===== src/design/sbep_pkg.sv =====
`timescale 1ns / 1ps
// sbep_pkg: shared types, constants and the character code table of the packer.
// Used by every module of the packer; depends on nothing.
package sbep_pkg;

   localparam int MAX_MESSAGE_BYTES = 8192;
   localparam int LIMIT_W = 14;
   localparam int TOTAL_W = 14;
   localparam logic [LIMIT_W-1:0] OUT_LIMIT_RESET = 14'd8000;

   localparam int QUEUE_DEPTH = 2;
   localparam int QPTR_W = $clog2(QUEUE_DEPTH);
   localparam int QCNT_W = $clog2(QUEUE_DEPTH + 1);

   localparam logic [5:0] CODE_ESC = 6'd63;
   localparam logic [5:0] CODE_SPACE = 6'd62;
   localparam logic [7:0] LOWER_BASE = 8'd26;
   localparam logic [7:0] DIGIT_BASE = 8'd52;

   // classified item: up to three candidate bytes, left-aligned, and their count
   typedef struct packed {
      logic [23:0] bytes;
      logic [1:0]  n_bytes;
      logic        last;
   } entry_type;

   function automatic logic [5:0] code_of(input logic [7:0] ch);
      logic [5:0] code;
      if (ch >= 8'h41 && ch <= 8'h5A) begin
         code = 6'(ch - 8'h41);
      end else if (ch >= 8'h61 && ch <= 8'h7A) begin
         code = 6'(ch - 8'h61 + LOWER_BASE);
      end else if (ch >= 8'h30 && ch <= 8'h39) begin
         code = 6'(ch - 8'h30 + DIGIT_BASE);
      end else if (ch == 8'h20) begin
         code = CODE_SPACE;
      end else begin
         code = CODE_ESC;
      end
      return code;
   endfunction

endpackage


===== src/design/sbep_front.sv =====
`timescale 1ns / 1ps
// sbep_front: maps each character to its code and splits the bit stream into bytes.
// Depends on sbep_pkg.
module sbep_front (
   input  logic                clock,
   input  logic                reset,
   input  logic                accept,
   input  logic [7:0]          char_byte,
   input  logic                last_char,
   output sbep_pkg::entry_type entry
);

   logic [6:0]  acc_ff, acc_in;
   logic [2:0]  held_ff, held_in;
   logic [5:0]  code;
   logic        esc;
   logic [4:0]  nb;
   logic [20:0] value;
   logic [23:0] aligned;
   logic [2:0]  rem;

   always_comb begin
      code    = sbep_pkg::code_of(char_byte);
      esc     = (code == sbep_pkg::CODE_ESC);
      nb      = 5'(held_ff) + (esc ? 5'd14 : 5'd6);
      value   = esc ? {acc_ff, code, char_byte} : {8'd0, acc_ff, code};
      aligned = 24'(value) << (5'd24 - nb);
      rem     = nb[2:0];
      entry.bytes   = aligned;
      entry.n_bytes = nb[4:3] + 2'(last_char && (rem != 3'd0));
      entry.last    = last_char;
      acc_in  = acc_ff;
      held_in = held_ff;
      if (accept) begin
         if (last_char) begin
            acc_in  = 7'd0;
            held_in = 3'd0;
         end else begin
            acc_in  = value[6:0] & ~(7'h7F << rem);
            held_in = rem;
         end
      end
   end

   always_ff @(posedge clock) begin
      if (reset) begin
         acc_ff  <= 7'd0;
         held_ff <= 3'd0;
      end else begin
         acc_ff  <= acc_in;
         held_ff <= held_in;
      end
   end

endmodule


===== src/design/sbep_queue.sv =====
`timescale 1ns / 1ps
// sbep_queue: short queue of classified items between the front and back parts.
// Depends on sbep_pkg.
module sbep_queue (
   input  logic                clock,
   input  logic                reset,
   input  logic                push_en,
   input  sbep_pkg::entry_type push_entry,
   input  logic                pop_en,
   output sbep_pkg::entry_type head,
   output logic                head_valid,
   output logic                q_full
);

   sbep_pkg::entry_type              store_ff [sbep_pkg::QUEUE_DEPTH];
   logic [sbep_pkg::QPTR_W-1:0]      wptr_ff, wptr_in;
   logic [sbep_pkg::QPTR_W-1:0]      rptr_ff, rptr_in;
   logic [sbep_pkg::QCNT_W-1:0]      cnt_ff, cnt_in;

   always_comb begin
      wptr_in = wptr_ff;
      rptr_in = rptr_ff;
      cnt_in  = cnt_ff;
      if (push_en) begin
         wptr_in = (wptr_ff == sbep_pkg::QPTR_W'(sbep_pkg::QUEUE_DEPTH - 1)) ?
                   '0 : wptr_ff + 1'b1;
      end
      if (pop_en) begin
         rptr_in = (rptr_ff == sbep_pkg::QPTR_W'(sbep_pkg::QUEUE_DEPTH - 1)) ?
                   '0 : rptr_ff + 1'b1;
      end
      if (push_en && !pop_en) begin
         cnt_in = cnt_ff + 1'b1;
      end else if (pop_en && !push_en) begin
         cnt_in = cnt_ff - 1'b1;
      end
   end

   assign head       = store_ff[rptr_ff];
   assign head_valid = (cnt_ff != '0);
   assign q_full     = (cnt_ff == sbep_pkg::QCNT_W'(sbep_pkg::QUEUE_DEPTH));

   always_ff @(posedge clock) begin
      if (push_en) begin
         store_ff[wptr_ff] <= push_entry;
      end
   end

   always_ff @(posedge clock) begin
      if (reset) begin
         wptr_ff <= '0;
         rptr_ff <= '0;
         cnt_ff  <= '0;
      end else begin
         wptr_ff <= wptr_in;
         rptr_ff <= rptr_in;
         cnt_ff  <= cnt_in;
      end
   end

endmodule


===== src/design/sbep_back.sv =====
`timescale 1ns / 1ps
// sbep_back: sends queued bytes one a cycle unless the output stalls, counts them against the
// limit and marks ends. Depends on sbep_pkg; holds the result register.
module sbep_back #(
   parameter int MAX_MESSAGE_BYTES = sbep_pkg::MAX_MESSAGE_BYTES
) (
   input  logic                                clock,
   input  logic                                reset,
   input  sbep_pkg::entry_type                 head,
   input  logic                                head_valid,
   output logic                                head_pop,
   input  logic [sbep_pkg::LIMIT_W-1:0]        out_limit,
   input  logic                                rsp_pop,
   output logic                                rsp_valid,
   output logic [7:0]                          rsp_out_byte,
   output logic                                rsp_byte_valid,
   output logic                                rsp_last_of_item,
   output logic                                rsp_message_end,
   output logic                                rsp_overflow,
   output logic [sbep_pkg::TOTAL_W-1:0]        rsp_total_bytes
);

   localparam int CW = $clog2(MAX_MESSAGE_BYTES + 1);
   localparam int LW = (CW > sbep_pkg::LIMIT_W) ? CW :
                       ((sbep_pkg::TOTAL_W > sbep_pkg::LIMIT_W) ? sbep_pkg::TOTAL_W :
                        sbep_pkg::LIMIT_W);

   logic [CW-1:0]  count_ff, count_in;
   logic           aborted_ff, aborted_in;
   logic [1:0]     idx_ff, idx_in;
   logic           valid_ff, valid_in;
   logic [7:0]     byte_ff, byte_in;
   logic           bv_ff, bv_in;
   logic           loi_ff, loi_in;
   logic           end_ff, end_in;
   logic           ovf_ff, ovf_in;
   logic [sbep_pkg::TOTAL_W-1:0] tot_ff, tot_in;
   logic [LW-1:0]  lim_w;
   logic [LW-1:0]  tot_wide;
   logic           at_limit;
   logic           step;
   logic           load;
   logic           clear;
   logic [7:0]     byte_sel;

   always_comb begin
      lim_w = (LW'(out_limit) > LW'(MAX_MESSAGE_BYTES)) ?
              LW'(MAX_MESSAGE_BYTES) : LW'(out_limit);
      at_limit = (LW'(count_ff) >= lim_w);
      case (idx_ff)
         2'd0:    byte_sel = head.bytes[23:16];
         2'd1:    byte_sel = head.bytes[15:8];
         default: byte_sel = head.bytes[7:0];
      endcase
   end

   always_comb begin
      step       = head_valid && (!valid_ff || rsp_pop);
      head_pop   = 1'b0;
      load       = 1'b0;
      clear      = 1'b0;
      count_in   = count_ff;
      aborted_in = aborted_ff;
      idx_in     = idx_ff;
      byte_in    = 8'd0;
      bv_in      = 1'b0;
      loi_in     = 1'b0;
      end_in     = 1'b0;
      ovf_in     = 1'b0;
      tot_wide   = LW'(count_ff);
      if (step) begin
         if (aborted_ff) begin
            // drop the rest of the message, mark its end
            head_pop = 1'b1;
            if (head.last) begin
               load   = 1'b1;
               loi_in = 1'b1;
               end_in = 1'b1;
               ovf_in = 1'b1;
               clear  = 1'b1;
            end
         end else if (idx_ff < head.n_bytes) begin
            if (at_limit) begin
               load     = 1'b1;
               loi_in   = 1'b1;
               end_in   = head.last;
               ovf_in   = 1'b1;
               head_pop = 1'b1;
               idx_in   = 2'd0;
               if (head.last) begin
                  clear = 1'b1;
               end else begin
                  aborted_in = 1'b1;
               end
            end else begin
               load     = 1'b1;
               bv_in    = 1'b1;
               byte_in  = byte_sel;
               count_in = count_ff + 1'b1;
               tot_wide = LW'(count_ff) + 1'b1;
               if (idx_ff == head.n_bytes - 2'd1) begin
                  loi_in   = 1'b1;
                  end_in   = head.last;
                  head_pop = 1'b1;
                  idx_in   = 2'd0;
                  clear    = head.last;
               end else begin
                  idx_in = idx_ff + 2'd1;
               end
            end
         end else begin
            head_pop = 1'b1;
            if (head.last) begin
               load   = 1'b1;
               loi_in = 1'b1;
               end_in = 1'b1;
               clear  = 1'b1;
            end
         end
      end
      if (clear) begin
         count_in   = '0;
         aborted_in = 1'b0;
      end
      tot_in   = tot_wide[sbep_pkg::TOTAL_W-1:0];
      valid_in = load || (valid_ff && !rsp_pop);
   end

   always_ff @(posedge clock) begin
      if (reset) begin
         count_ff   <= '0;
         aborted_ff <= 1'b0;
         idx_ff     <= 2'd0;
         valid_ff   <= 1'b0;
      end else begin
         count_ff   <= count_in;
         aborted_ff <= aborted_in;
         idx_ff     <= idx_in;
         valid_ff   <= valid_in;
      end
   end

   always_ff @(posedge clock) begin
      if (load) begin
         byte_ff <= byte_in;
         bv_ff   <= bv_in;
         loi_ff  <= loi_in;
         end_ff  <= end_in;
         ovf_ff  <= ovf_in;
         tot_ff  <= tot_in;
      end
   end

   assign rsp_valid        = valid_ff;
   assign rsp_out_byte     = byte_ff;
   assign rsp_byte_valid   = bv_ff;
   assign rsp_last_of_item = loi_ff;
   assign rsp_message_end  = end_ff;
   assign rsp_overflow     = ovf_ff;
   assign rsp_total_bytes  = tot_ff;

endmodule


===== src/design/six_bit_escape_packer_top.sv =====
`timescale 1ns / 1ps
// Six-bit escape packer: a character in each word on the req side, packed bytes and end
// markers on the rsp side; out_limit loaded through the csr channel (always ready).
// A character is taken in the cycle it arrives while the two-entry item queue has room;
// the back part then puts out one result word a cycle while the rsp side pops; a character
// yields at most one byte for a letter, digit or space, up to two for an escaped byte, and
// up to three result words at a message end. The first result of a character passes
// through the item queue and the back result register. Reset leaves no clearing pass.
// Depends on sbep_pkg, sbep_front, sbep_queue and sbep_back.
module six_bit_escape_packer_top #(
   parameter int MAX_MESSAGE_BYTES = sbep_pkg::MAX_MESSAGE_BYTES
) (
   input  logic                          clock,
   input  logic                          reset,
   input  logic                          push,
   output logic                          full,
   input  logic [7:0]                    req_char_byte,
   input  logic                          req_last_char,
   output logic                          empty,
   input  logic                          pop,
   output logic [7:0]                    rsp_out_byte,
   output logic                          rsp_byte_valid,
   output logic                          rsp_last_of_item,
   output logic                          rsp_message_end,
   output logic                          rsp_overflow,
   output logic [sbep_pkg::TOTAL_W-1:0]  rsp_total_bytes,
   input  logic                          csr_valid,
   output logic                          csr_ready,
   input  logic [sbep_pkg::LIMIT_W-1:0]  csr_out_limit
);

   logic [sbep_pkg::LIMIT_W-1:0] out_limit_ff, out_limit_in;
   logic                         accept;
   sbep_pkg::entry_type          new_entry;
   sbep_pkg::entry_type          head;
   logic                         head_valid;
   logic                         head_pop;
   logic                         q_full;
   logic                         rsp_valid;

   assign csr_ready    = 1'b1;
   assign out_limit_in = (csr_valid && csr_ready) ? csr_out_limit : out_limit_ff;

   always_ff @(posedge clock) begin
      if (reset) begin
         out_limit_ff <= sbep_pkg::OUT_LIMIT_RESET;
      end else begin
         out_limit_ff <= out_limit_in;
      end
   end

   assign full   = q_full;
   assign accept = push && !q_full;
   assign empty  = !rsp_valid;

   sbep_front u_front (
      .clock     (clock),
      .reset     (reset),
      .accept    (accept),
      .char_byte (req_char_byte),
      .last_char (req_last_char),
      .entry     (new_entry)
   );

   sbep_queue u_queue (
      .clock      (clock),
      .reset      (reset),
      .push_en    (accept),
      .push_entry (new_entry),
      .pop_en     (head_pop),
      .head       (head),
      .head_valid (head_valid),
      .q_full     (q_full)
   );

   sbep_back #(
      .MAX_MESSAGE_BYTES (MAX_MESSAGE_BYTES)
   ) u_back (
      .clock            (clock),
      .reset            (reset),
      .head             (head),
      .head_valid       (head_valid),
      .head_pop         (head_pop),
      .out_limit        (out_limit_ff),
      .rsp_pop          (pop),
      .rsp_valid        (rsp_valid),
      .rsp_out_byte     (rsp_out_byte),
      .rsp_byte_valid   (rsp_byte_valid),
      .rsp_last_of_item (rsp_last_of_item),
      .rsp_message_end  (rsp_message_end),
      .rsp_overflow     (rsp_overflow),
      .rsp_total_bytes  (rsp_total_bytes)
   );

   a_ovf_no_byte : assert property (@(posedge clock) disable iff (reset)
      (!empty && rsp_overflow) |-> !rsp_byte_valid)
      else $error("overflow marker carries a byte");

   a_end_is_item_end : assert property (@(posedge clock) disable iff (reset)
      (!empty && rsp_message_end) |-> rsp_last_of_item)
      else $error("message end without item end");

   a_byte_counted : assert property (@(posedge clock) disable iff (reset)
      (!empty && rsp_byte_valid) |-> (rsp_total_bytes != '0))
      else $error("packed byte with zero count");

   a_reset_empty : assert property (@(posedge clock)
      reset |=> (empty && !full))
      else $error("queues not empty after reset");

endmodule


===== config.mk =====
export PLATFORM = sky130hd
export DESIGN_NAME = six_bit_escape_packer_top
export DESIGN_NICKNAME = d
export VERILOG_FILES = /design/src/design/sbep_pkg.sv /design/src/design/sbep_front.sv /design/src/design/sbep_queue.sv /design/src/design/sbep_back.sv /design/src/design/six_bit_escape_packer_top.sv
export SDC_FILE = /design/constraint.sdc
export NUM_CORES = 1
export LEC_CHECK = 0
export BUFFER_PORTS_ARGS = -buffer_cell sky130_fd_sc_hd__buf_2
export CORE_ASPECT_RATIO = 1.4
export CORE_MARGIN = 10
export CORE_UTILIZATION = 50
export CTS_CLUSTER_DIAMETER = 100
export DETAILED_ROUTE_END_ITERATION = 6
export MAX_ROUTING_LAYER = met4
export PLACE_DENSITY = 0.79
export RECOVER_POWER = 25
export SETUP_SLACK_MARGIN = 0.5
export SYNTH_ARGS = -nofsm -noshare
export SYNTH_HDL_FRONTEND = slang
export SYNTH_SLANG_ARGS = --single-unit

===== constraint.sdc =====
create_clock -name clock -period 3.8 [get_ports clock]
set_input_delay 0.57 -clock clock [delete_from_list [all_inputs] [get_ports clock]]
set_output_delay 0.57 -clock clock [all_outputs]
set_load 0.1 [all_outputs]

Yosys cells after proc, flatten, opt, wreduce, memory -nomap -nowiden
Memory sizes are Yosys's and may differ from the RTL's. A register that Yosys moved wholly into a read port is not among the register bits.
Index checks and enable logic that the tools add are counted.
{"block": "totals", "ff_bits": 72, "mem_bits_rw": 54, "inputBits": 28, "out_inout_bits": 29, "word_cells": 128, "memories": 1}
{"block": "classes", "add_sub_neg": 15, "magnitude_cmp": 9, "n_eq_ne": 5, "n_shift": 2, "n_mux": 51, "bitwise_logic": 5, "n_reduce_logical": 24}
{"memory": "u_queue.store_ff", "depth": 2, "width": 27, "read_ports": 1, "rd_clocked_by_memory_dff": 1, "wr": 1, "line_no": "sbep_queue.sv:15", "source": "sbep_pkg::entry_type store_ff [sbep_pkg::QUEUE_DEPTH];"}
{"operator": "2-to-1 mux 14 bit", "n": 5}
{"operator": "2-to-1 mux 1 bit", "n": 34}
{"operator": "<< shifter 21 x 5 -> 24 bit", "n": 1}
{"operator": "2-to-1 mux 21 bit", "n": 1}
{"operator": "2-to-1 mux 6 bit", "n": 3}
{"operator": "greater-or-equal comparator 8 x 7 -> 1 bit, second input constant", "n": 2}
{"operator": "less-or-equal comparator 8 x 7 -> 1 bit, second input constant", "n": 2}
{"operator": "one-hot mux 8 bit (2 select lines)", "n": 1}
{"operator": "adder 14 x 1 -> 14 bit, second input constant", "n": 1}
{"operator": "greater-or-equal comparator 14 bit", "n": 1}
{"operator": "> comparator 14 bit, second input constant", "n": 1}
{"operator": "subtractor 6 bit, second input constant", "n": 2}
{"operator": "logical AND 1 bit", "n": 9}
{"operator": "equality test 8 x 6 -> 1 bit, second input constant", "n": 1}
{"operator": "greater-or-equal comparator 8 x 6 -> 1 bit, second input constant", "n": 1}
{"operator": "less-or-equal comparator 8 x 6 -> 1 bit, second input constant", "n": 1}
{"operator": "2-to-1 mux 2 bit", "n": 4}
{"operator": "AND 7 bit", "n": 1}
{"operator": "2-to-1 mux 7 bit", "n": 1}
{"operator": "NOT 7 bit", "n": 1}
{"operator": "<< shifter 7 x 3 -> 7 bit, first input constant", "n": 1}
{"operator": "adder 6 x 5 -> 6 bit, second input constant", "n": 1}
{"operator": "adder 6 bit, second input constant", "n": 1}
{"operator": "equality test 6 bit, second input constant", "n": 1}
{"operator": "other kinds (23)", "n": 34}

Logic depth before layout (Yosys ltp)
Gate-level depths: netlist of run 1.
{"block": "logic_depth", "depth_word": 12, "ltp_mapped": 17, "mapped_depth_nobuf": 14}

Hierarchy
Synthesis of run 1 repeated with hierarchy kept, for this count alone.
{"block": "unflattened", "cells_unflattened": 706, "area_unflattened_um2": 7334.5}
{"module": "sbep_back", "n_inst": 1, "cells_each": 244, "area_per_inst_um2": 2462.4, "seq_area_each_um2": 1141.1}
{"module": "sbep_front", "n_inst": 1, "cells_each": 307, "area_per_inst_um2": 2167.1, "seq_area_each_um2": 180.2}
{"module": "sbep_queue", "n_inst": 1, "cells_each": 106, "area_per_inst_um2": 2163.3, "seq_area_each_um2": 1721.7}
{"module": "six_bit_escape_packer_top", "n_inst": 1, "cells_each": 49, "area_per_inst_um2": 541.8, "seq_area_each_um2": 280.3}

Worst setup path after synthesis of run 1
No wires, ideal clock.
{"block": "synth_path", "path_kind": "input -> register", "from": "input port req_char_byte[2]", "to": "memory u_queue.store_ff[0][22] (netlist name) (data pin)", "setup_time_ns": 0.265, "arrival_ns": 3.091, "required_time_ns": 3.535, "setup_slack_ns": 0.444, "stages": 12, "path_buffers": 1, "path_cell_list": "inv_1 -> ha_1 -> a21oi_2 -> a311oi_2 -> o32ai_1 -> or3_4 -> nor3_4 -> nand2_4 -> a221o_1 -> buf_6 -> a31oi_1 -> a21oi_1"}
{"element": "start, declared", "line_no": "six_bit_escape_packer_top.sv:17", "source": "input logic [7:0] req_char_byte,"}
{"element": "end, declared", "line_no": "sbep_queue.sv:15"}

==> results of run 1 <==
-- worst paths after layout --
path | from | end | depth (start not counted)
worst min register to register | u_back.idx_ff[0] | u_back.idx_ff[0] | 2
worst min-delay path | csr_out_limit[8] | out_limit_ff[8] | 2
worst max-delay path | req_char_byte[2] | u_queue.store_ff[1][22] | 15
worst max register to register | out_limit_ff[0] | u_queue.cnt_ff[1] | 13
-- placed cells by master (no fill, tap or decap), types with 4 or more instances in the layout --
master and n:
ha_1 31, nand4_1 8, nand3_1 26, clkbuf_1 27
clkbuf_16 17, nor3_1 23, buf_4 29, xnor2_1 7
nor2_2 4, edfxtp_1 80, inv_6 4, inv_1 26
mux2i_1 15, a211o_1 9, dfxtp_1 46, and2_1 4
a22oi_1 8, nor2b_1 17, xor2_1 12, nand2_1 67
nand2b_1 5, a31oi_1 12, o211ai_1 10, a21oi_1 55
o21ai_0 31, nor3b_1 4, nor2_1 61, and3_1 6
a2111oi_0 4, or3_1 7, o21ai_1 5, a21o_1 13
buf_2 30, mux2_2 6, o211a_1 6
-- layout make-up --
class | instances | area [sq um]
tap | 185 | 231.5
multi-input combinational | 538 | 3652
sequential | 126 | 3323
timing repair buffer | 88 | 513.0
inverter | 27 | 101.3
fill | 1158 | 5504
clock buffer | 18 | 429.2
clock inverter | 14 | 156.4
-- per-stage QoR --
stage | utilization (%) | power (mW) | TNS [ps]
after detailed placement | 55.25 | 5.316 | -415.9
after CTS | 59.83 | 6.957 | 0
final | 60.43 | 6.940 | 0
after floorplan | - | 4.606 | 0
after global placement | 55.25 | 5.265 | 0
after global routing | 60.43 | 7.294 | 0
-- power by group --
| group | internal (mW) | leakage (nW) | switching [mW] | total (mW) |
|---|---|---|---|---|
| Combinational | 0.786 | 1.89 | 2.48 | 3.27 |
| Clock | 0.978 | 0.288 | 0.615 | 1.59 |
| Sequential | 1.96 | 1.15 | 0.121 | 2.08 |
-- per-layer routing --
metal  wire [um]  vias up
met4         591        0
met2        9187      229
li1            -     2866
met5           0        -
met1        7133     2854
met3        1017       50
-- worst max-delay path: cells and delay by family --
family                   cells  cell delay, ps
AO/OA/AOI/OAI                5            1090
buffers and inverters        5             820
AND/OR/NAND/NOR              3             580
adder cells (fa/ha/maj)      1             240
XOR/XNOR                     1             170
-- what timing repair did --
| item | in CTS | in global routing |
|---|---|---|
| setup endpoints to repair | 29 | 46 |
| endpoints found under the hold margin | 0 | 0 |
| resized for setup | 9 | 21 |
| pin swaps | 1 | 10 |
| gates cloned | 0 | 0 |
| buffers inserted | 1 | 3 |
-- state kept, by name, indices dropped and copies added, names as in the netlist, 2 cells and up, named ones only --
register / cells
u_back.count_ff: 14
u_back.rsp_out_byte: 8
u_back.rsp_total_bytes: 14
u_front.held_ff: 2
u_queue.store_ff: 54
out_limit_ff: 14
u_queue.cnt_ff: 2
u_back.idx_ff: 2
u_front.acc_ff: 7
-- cells by family (layout without fill, tap and decap cells) --
| logic type | count (synthesis) | in the layout | synth area share [%] |
|---|---|---|---|
| other cells | 1 | 1 | 0.05299 |
| mux | 21 | 21 | 3.076 |
| compound gates | 204 | 204 | 19.77 |
| simple gates | 259 | 259 | 18.03 |
| xor+xnor | 20 | 20 | 2.581 |
| flops | 126 | 126 | 46.96 |
| buf+inv | 64 | 147 | 3.695 |
| fa+ha+maj | 33 | 33 | 5.835 |
==> results.py, run 1 <==
metrics = {
    "setup_path": {
        "start_kind": "input port",
        "rrSetupSlack_ps": 640,
        "cp_common_cell": "buf_4",
        "crit_required_ps": 4020,
        "path_class": "in2reg",
        "crit_arrival_ps": 3470,
        "worst_setup_path_end_kind": "register",
        "critical_path.max_stage_delay_ps": 400,
        "cp_slowest_cell": "or3_4",
        "crit_chain": "clkbuf_4, inv_1, ha_2, a21oi_4, a311oi_4, o32ai_2, or3_4, nor3_4, buf_4, nand2_4, buf_4, xnor2_2, buf_12, o31a_1, a21oi_1",
        "cp_max_fo": 17,
    },
    "timing": {
        "relSlewSlack_pct": -2.474,
        "final.setup_skew_ps": 10.81,
        "tightest_slew_ps": 1537,
        "holdWs_ps": 359.5,
        "rsz0062_at_grt": "yes",
        "maxSlewViolCount": 28,
        "setup_slack_ps": 548.7,
        "setup-violations-final": 0,
        "fin_crit_sh_pct": 85.56,
        "fmax_ghz": 0.3076,
        "finalCriticalPeriod_ps": 3251,
        "final_hold_viol_count": 0,
    },
    "clocking": {
        "clk_pin_slew_ps": 60,
        "insertion_delay_ps": 410,
        "root_buffer": "clkbuf_16",
        "hold_buffers": 0,
        "htreeDepth": 4,
        "cts_sinks": 126,
        "cts_tree": "yes",
        "cts_made_buffers": 17,
        "clk_path_buf_depth": 2,
    },
    "global_routing": {
        "gr-total-overflow": 0,
        "antenna_found_initial": 0,
        "grt_pass1_vias": 5889,
        "grt_pass1_wl_um": 28670,
        "grt_use_total_pct": 18.66,
        "use_met1_pct": 20.13,
        "grt.met2_usage_pct": 31.67,
        "grt_max_degree": 33,
        "grt_use_met3_pct": 3.789,
        "busiest_layer": "met2",
    },
    "yosys": {
        "synth.area.top_cells": "edfxtp_1 34%, dfxtp_1 13%, ha_1 5.8%, a21oi_1 3.9%, nand2_1 3.7%",
        "synthArstFlopShare_pct": 0,
        "yosys.area.top_type": "edfxtp_1",
        "synth_top_area_share_pct": 33.95,
        "yosys.cell_count.top_type": "edfxtp_1",
        "syn-num-nets": 789,
        "synthDistinctLibCells": 75,
        "yosys_warnings": 0,
        "synth_cells": 728,
        "synth.top_cells.by_count": "80 x edfxtp_1, 69 x nand2_1, 65 x nor2_1",
        "synth-seq-cells": 126,
        "syn_area_sq_um": 7077,
        "ys.flop_type": "edfxtp_1",
        "syn_area_per_cell_sq_um": 9.721,
        "synth_edf_count": 80,
        "yosysSeqAreaShare_pct": 46.96,
    },
    "layout": {
        "layout.nets": 859,
        "stdcell_count": 996,
        "area_delta_synth_final_pct": 18.79,
        "diodes": 0,
        "drive_gt1_share_pct": 17.51,
        "final_area_sq_um": 8407,
    },
    "placement": {
        "io_buffers": 55,
        "dpl_worst_slack_ps": -65.59,
        "hpwl_um": 12960,
        "dp_cells": 960,
        "gp_congestion": 1.017,
        "dpl-instance-area_sq_um": 7686,
    },
    "run": {
        "maxCapViolCount": 1,
    },
    "drt": {
        "wl_um": 17930,
        "routedWlPerCell_um": 18.00,
        "drt_first_pass_iters": 6,
        "via_per_inst": 6.023,
        "drtIter0Drc": 454,
        "drc": 0,
        "vias": 5999,
        "postRouteAntennaNets": 0,
    },
    "power": {
        "leakagePower_nw": 3.329,
        "p_per_area_nw_per_um2": 825.5,
        "vdd_drop_max_v": 0.0006115,
    },
    "floorplanning": {
        "rows": 51,
        "die-area_sq_um": 19380,
        "die_h_um": 160.8,
        "core-area_sq_um": 13910,
        "dieWidth_um": 120.5,
        "initial_utilization_pct": 50.87,
        "boundaryPins": 57,
    },
    "status": {
        "status": "complete, but fails checks",
        "violations": "capacitance limit, slew limit",
    },
    "hold_path": {
        "hold_class": "in2reg",
    },
}
Note: power is estimated with default switching activity, not from simulation.
==> run 2: changes to the inputs <==
--- a/config.mk
+++ b/config.mk
@@ -5,6 +5,7 @@
 export SDC_FILE = /design/constraint.sdc
 export NUM_CORES = 1
 export LEC_CHECK = 0
+export ABC_AREA = 1
 export BUFFER_PORTS_ARGS = -buffer_cell sky130_fd_sc_hd__buf_2
 export CORE_ASPECT_RATIO = 1.4
 export CORE_MARGIN = 10
@@ -12,7 +13,7 @@
 export CTS_CLUSTER_DIAMETER = 100
 export DETAILED_ROUTE_END_ITERATION = 6
 export MAX_ROUTING_LAYER = met4
-export PLACE_DENSITY = 0.79
+export PLACE_DENSITY_LB_ADDON = 0.15
 export RECOVER_POWER = 25
 export SETUP_SLACK_MARGIN = 0.5
 export SYNTH_ARGS = -nofsm -noshare
==> constraint.sdc (replaced) <==
create_clock -name clock -period 3.05 [get_ports clock]
set_input_delay 0.4575 -clock clock [delete_from_list [all_inputs] [get_ports clock]]
set_output_delay 0.4575 -clock clock [all_outputs]
set_load 0.1 [all_outputs]
==> run 2 against run 1 <==
The run ends with capacitance limit, slew limit, setup timing left. Setup slack lost 910 ps. Routed wire length grew 3.8%. Clock-buffer cell count shrank 1. Largest power group unchanged. Combinational power grew 31%. Area after synthesis grew 0.78%. Register-to-register slack lost 1000 ps. Critical path depth grew 4. Clock skew shrank 2.2 ps. Total power grew 27%. Global-route usage shrank 0.094 points. Critical path type is now reg2reg. Sequential share of layout area shrank 4.6 points. Final cell count grew 22%.
==> results.py, run 2 <==
metrics = {
    "layout": {
        "drive_gt1_share_pct": 28.88,
        "largest_reg_flops": 54,
        "layout.nets": 1080,
        "multi_input_area_sq_um": 4018,
        "regArea_sq_um": 3326,
        "stdcell_count": 1217,
        "top_register": "u_queue.store_ff",
        "diodes": 0,
        "n_fill_cell": 1082,
        "final_common_cell": "nand2_1",
        "layout_common_cells": "158 x nand2_1, 109 x nor2_1, 84 x nand3_1",
        "area_delta_synth_final_pct": 33.51,
    },
    "setup_path": {
        "rrSetupSlack_ps": -360,
        "path_delay_family": "simple AND/OR/NAND/NOR gates",
        "start_kind": "register",
        "cp_max_fo": 5,
        "r2r-end": "u_queue.cnt_ff[1]",
        "crit_chain": "or4_4, nor3_4, a21oi_2, clkinv_2, nand2_2, ha_4, nand2_4, or3_4, nor4_4, nor2_4, inv_2, nor2_4, nor2_4, inv_2, ha_4, a21oi_2, o21ai_2, o21ai_1, a21oi_1",
        "worst_setup_path_end_kind": "register",
        "path_depth": 19,
        "cp_common_cell": "nor2_4",
        "crit_required_ps": 3340,
        "reg2reg_from": "out_limit_ff[0]",
        "path_class": "reg2reg",
        "critical_path.max_stage_delay_ps": 530,
        "crit_arrival_ps": 3700,
        "reg2reg_depth": 19,
        "cp_num_buf_inv": 3,
        "cp_slowest_cell": "or4_4",
    },
    "global_routing": {
        "grt_use_met3_pct": 3.943,
        "use_met1_pct": 20.89,
        "busiest_layer": "met2",
        "gr-total-overflow": 0,
        "antenna_found_initial": 0,
        "grt_max_degree": 29,
        "grt_use_total_pct": 18.57,
        "grt_pass1_wl_um": 28840,
        "grt_pass1_vias": 6090,
        "grt.met2_usage_pct": 31.05,
    },
    "drt": {
        "vias": 6412,
        "routedWlPerCell_um": 15.29,
        "drt_first_pass_iters": 5,
        "drc": 0,
        "wl_um": 18610,
        "postRouteAntennaNets": 0,
        "drtIter0Drc": 449,
        "via_per_inst": 5.269,
    },
    "yosys": {
        "yosys_warnings": 0,
        "synthArstFlopShare_pct": 0,
        "syn-num-nets": 954,
        "synth-seq-cells": 126,
        "yosysSeqAreaShare_pct": 46.60,
        "yosys.cell_count.top_type": "nand2_1",
        "synthDistinctLibCells": 46,
        "syn_area_sq_um": 7132,
        "yosys.area.top_type": "edfxtp_1",
        "synth_top_area_share_pct": 33.68,
        "syn_area_per_cell_sq_um": 7.986,
        "synth.area.top_cells": "edfxtp_1 34%, dfxtp_1 13%, nand2_1 10%, nand3_1 6.8%, nor2_1 6.6%",
        "synth_cells": 893,
        "ys.flop_type": "edfxtp_1",
        "synth.top_cells.by_count": "198 x nand2_1, 125 x nor2_1, 97 x nand3_1",
        "synth_edf_count": 80,
    },
    "floorplanning": {
        "initial_utilization_pct": 51.03,
        "die-area_sq_um": 19510,
        "die_h_um": 161.3,
        "boundaryPins": 57,
        "dieWidth_um": 120.9,
        "rows": 51,
        "core-area_sq_um": 13970,
    },
    "timing": {
        "relSlewSlack_pct": -0.4590,
        "tightest_slew_ps": 1507,
        "fin_crit_sh_pct": 111.8,
        "fmax_ghz": 0.2933,
        "final_hold_viol_count": 0,
        "finalCriticalPeriod_ps": 3409,
        "rsz0062_at_grt": "yes",
        "final.setup_skew_ps": 8.563,
        "holdWs_ps": 258.4,
        "setup_slack_ps": -359.2,
        "maxSlewViolCount": 28,
        "setup-violations-final": 45,
    },
    "power": {
        "vdd_drop_max_v": 0.0007270,
        "seqPwrFrac_pct": 28.4,
        "netSwitchingFraction_pct": 45.52,
        "power_mw": 8.843,
        "p_switching_mw": 4.025,
        "pwr-share-comb_pct": 48.3,
        "clkPwrFrac_pct": 23.4,
        "power.internal_mw": 4.818,
        "leakagePower_nw": 3.998,
        "p_per_area_nw_per_um2": 928.8,
    },
    "clocking": {
        "clk_pin_slew_ps": 60,
        "insertion_delay_ps": 410,
        "clk_path_buf_depth": 2,
        "cts_sinks": 126,
        "cts_made_buffers": 17,
        "cts_tree": "yes",
        "hold_buffers": 0,
        "root_buffer": "clkbuf_16",
        "htreeDepth": 4,
    },
    "placement": {
        "dp_cells": 1161,
        "io_buffers": 55,
        "gp_congestion": 0.9380,
        "dpl_worst_slack_ps": -276.8,
        "hpwl_um": 12740,
    },
    "hold_path": {
        "hold_depth": 3,
        "hold_start": "csr_out_limit[10]",
        "hold_class": "in2reg",
        "min_to": "out_limit_ff[10]",
    },
    "run": {
        "maxCapViolCount": 1,
    },
    "status": {
        "status": "complete, but fails checks",
        "violations": "capacitance limit, slew limit, setup timing",
    },
}
[run 2: worst max path at each step]
stage                      from  slack, ps                end
6_report        out_limit_ff[0]       -360  u_queue.cnt_ff[1]
5_1_grt         out_limit_ff[0]       -540  u_queue.cnt_ff[1]
4_1_cts        out_limit_ff[10]       -250  u_queue.cnt_ff[1]
3_5_place_dp    out_limit_ff[0]       -280  u_queue.cnt_ff[1]
3_3_place_gp    out_limit_ff[0]       -220  u_queue.cnt_ff[1]
2_1_floorplan   out_limit_ff[0]       -160  u_queue.cnt_ff[1]
[run 2: power by group through the flow]
stage               Clock [mW]  Combinational (mW)  Sequential, mW
finish                    2.07                4.27            2.51
floorplan                    0                1.65            3.82
global placement             0                3.75            2.52
detailed placement           0                3.78            2.53
CTS                       2.09                3.93            2.50
global route              2.18                4.58            2.54
[run 2: kinds of logic (layout without fill, tap and decap cells)]
group | count (synthesis) | in the layout | synth area share [%]
flops | 126 | 126 | 46.60
other cells | 1 | 1 | 0.05258
mux | 2 | 2 | 0.2807
fa+ha+maj | 33 | 33 | 5.790
xor+xnor | 13 | 13 | 1.597
compound gates | 116 | 116 | 9.053
buf+inv | 129 | 267 | 7.438
simple gates | 473 | 474 | 29.19
[run 2: tightest hold or removal path, stage by stage]
cell	delay (ps)
buf_2	70
nand2_1	40
nand3_1	60
[run 2: layout make-up]
cell class,instances,area share (%)
multi-input cells,639,42.19
flip-flops and latches,126,34.93
repair buffers,136,9.869
clock buffers,17,4.468
inverters,98,4.126
well taps,185,2.431
clock inverters,15,1.932
repair inverters,1,0.05256
[run 2: layer usage]
layer | routed length (um) | up-vias
met2 | 9605 | 169
met4 | 674 | 0
met1 | 7559 | 2956
li1 | - | 3236
met3 | 768 | 51
met5 | 0 | -
[run 2: per-stage QoR]
stage | TNS [ps] | area [sq um] | util [%]
2_1_floorplan | -196.5 | 7315 | -
3_3_place_gp | -1466 | 8099 | 57.96
3_5_place_dp | -2996 | 8099 | 57.96
4_1_cts | -3618 | 8871 | 63.48
5_1_grt | -15690 | 9522 | 68.14
6_report | -8718 | 9522 | 68.14
[run 2: repair_timing]
action | 4_1_cts | 5_1_grt
resized for setup | 24 | 132
gates cloned | 0 | 2
setup buffers | 9 | 13
hold endpoints to repair | 0 | 0
pin swaps | 16 | 53
endpoints found under the setup margin | 73 | 122
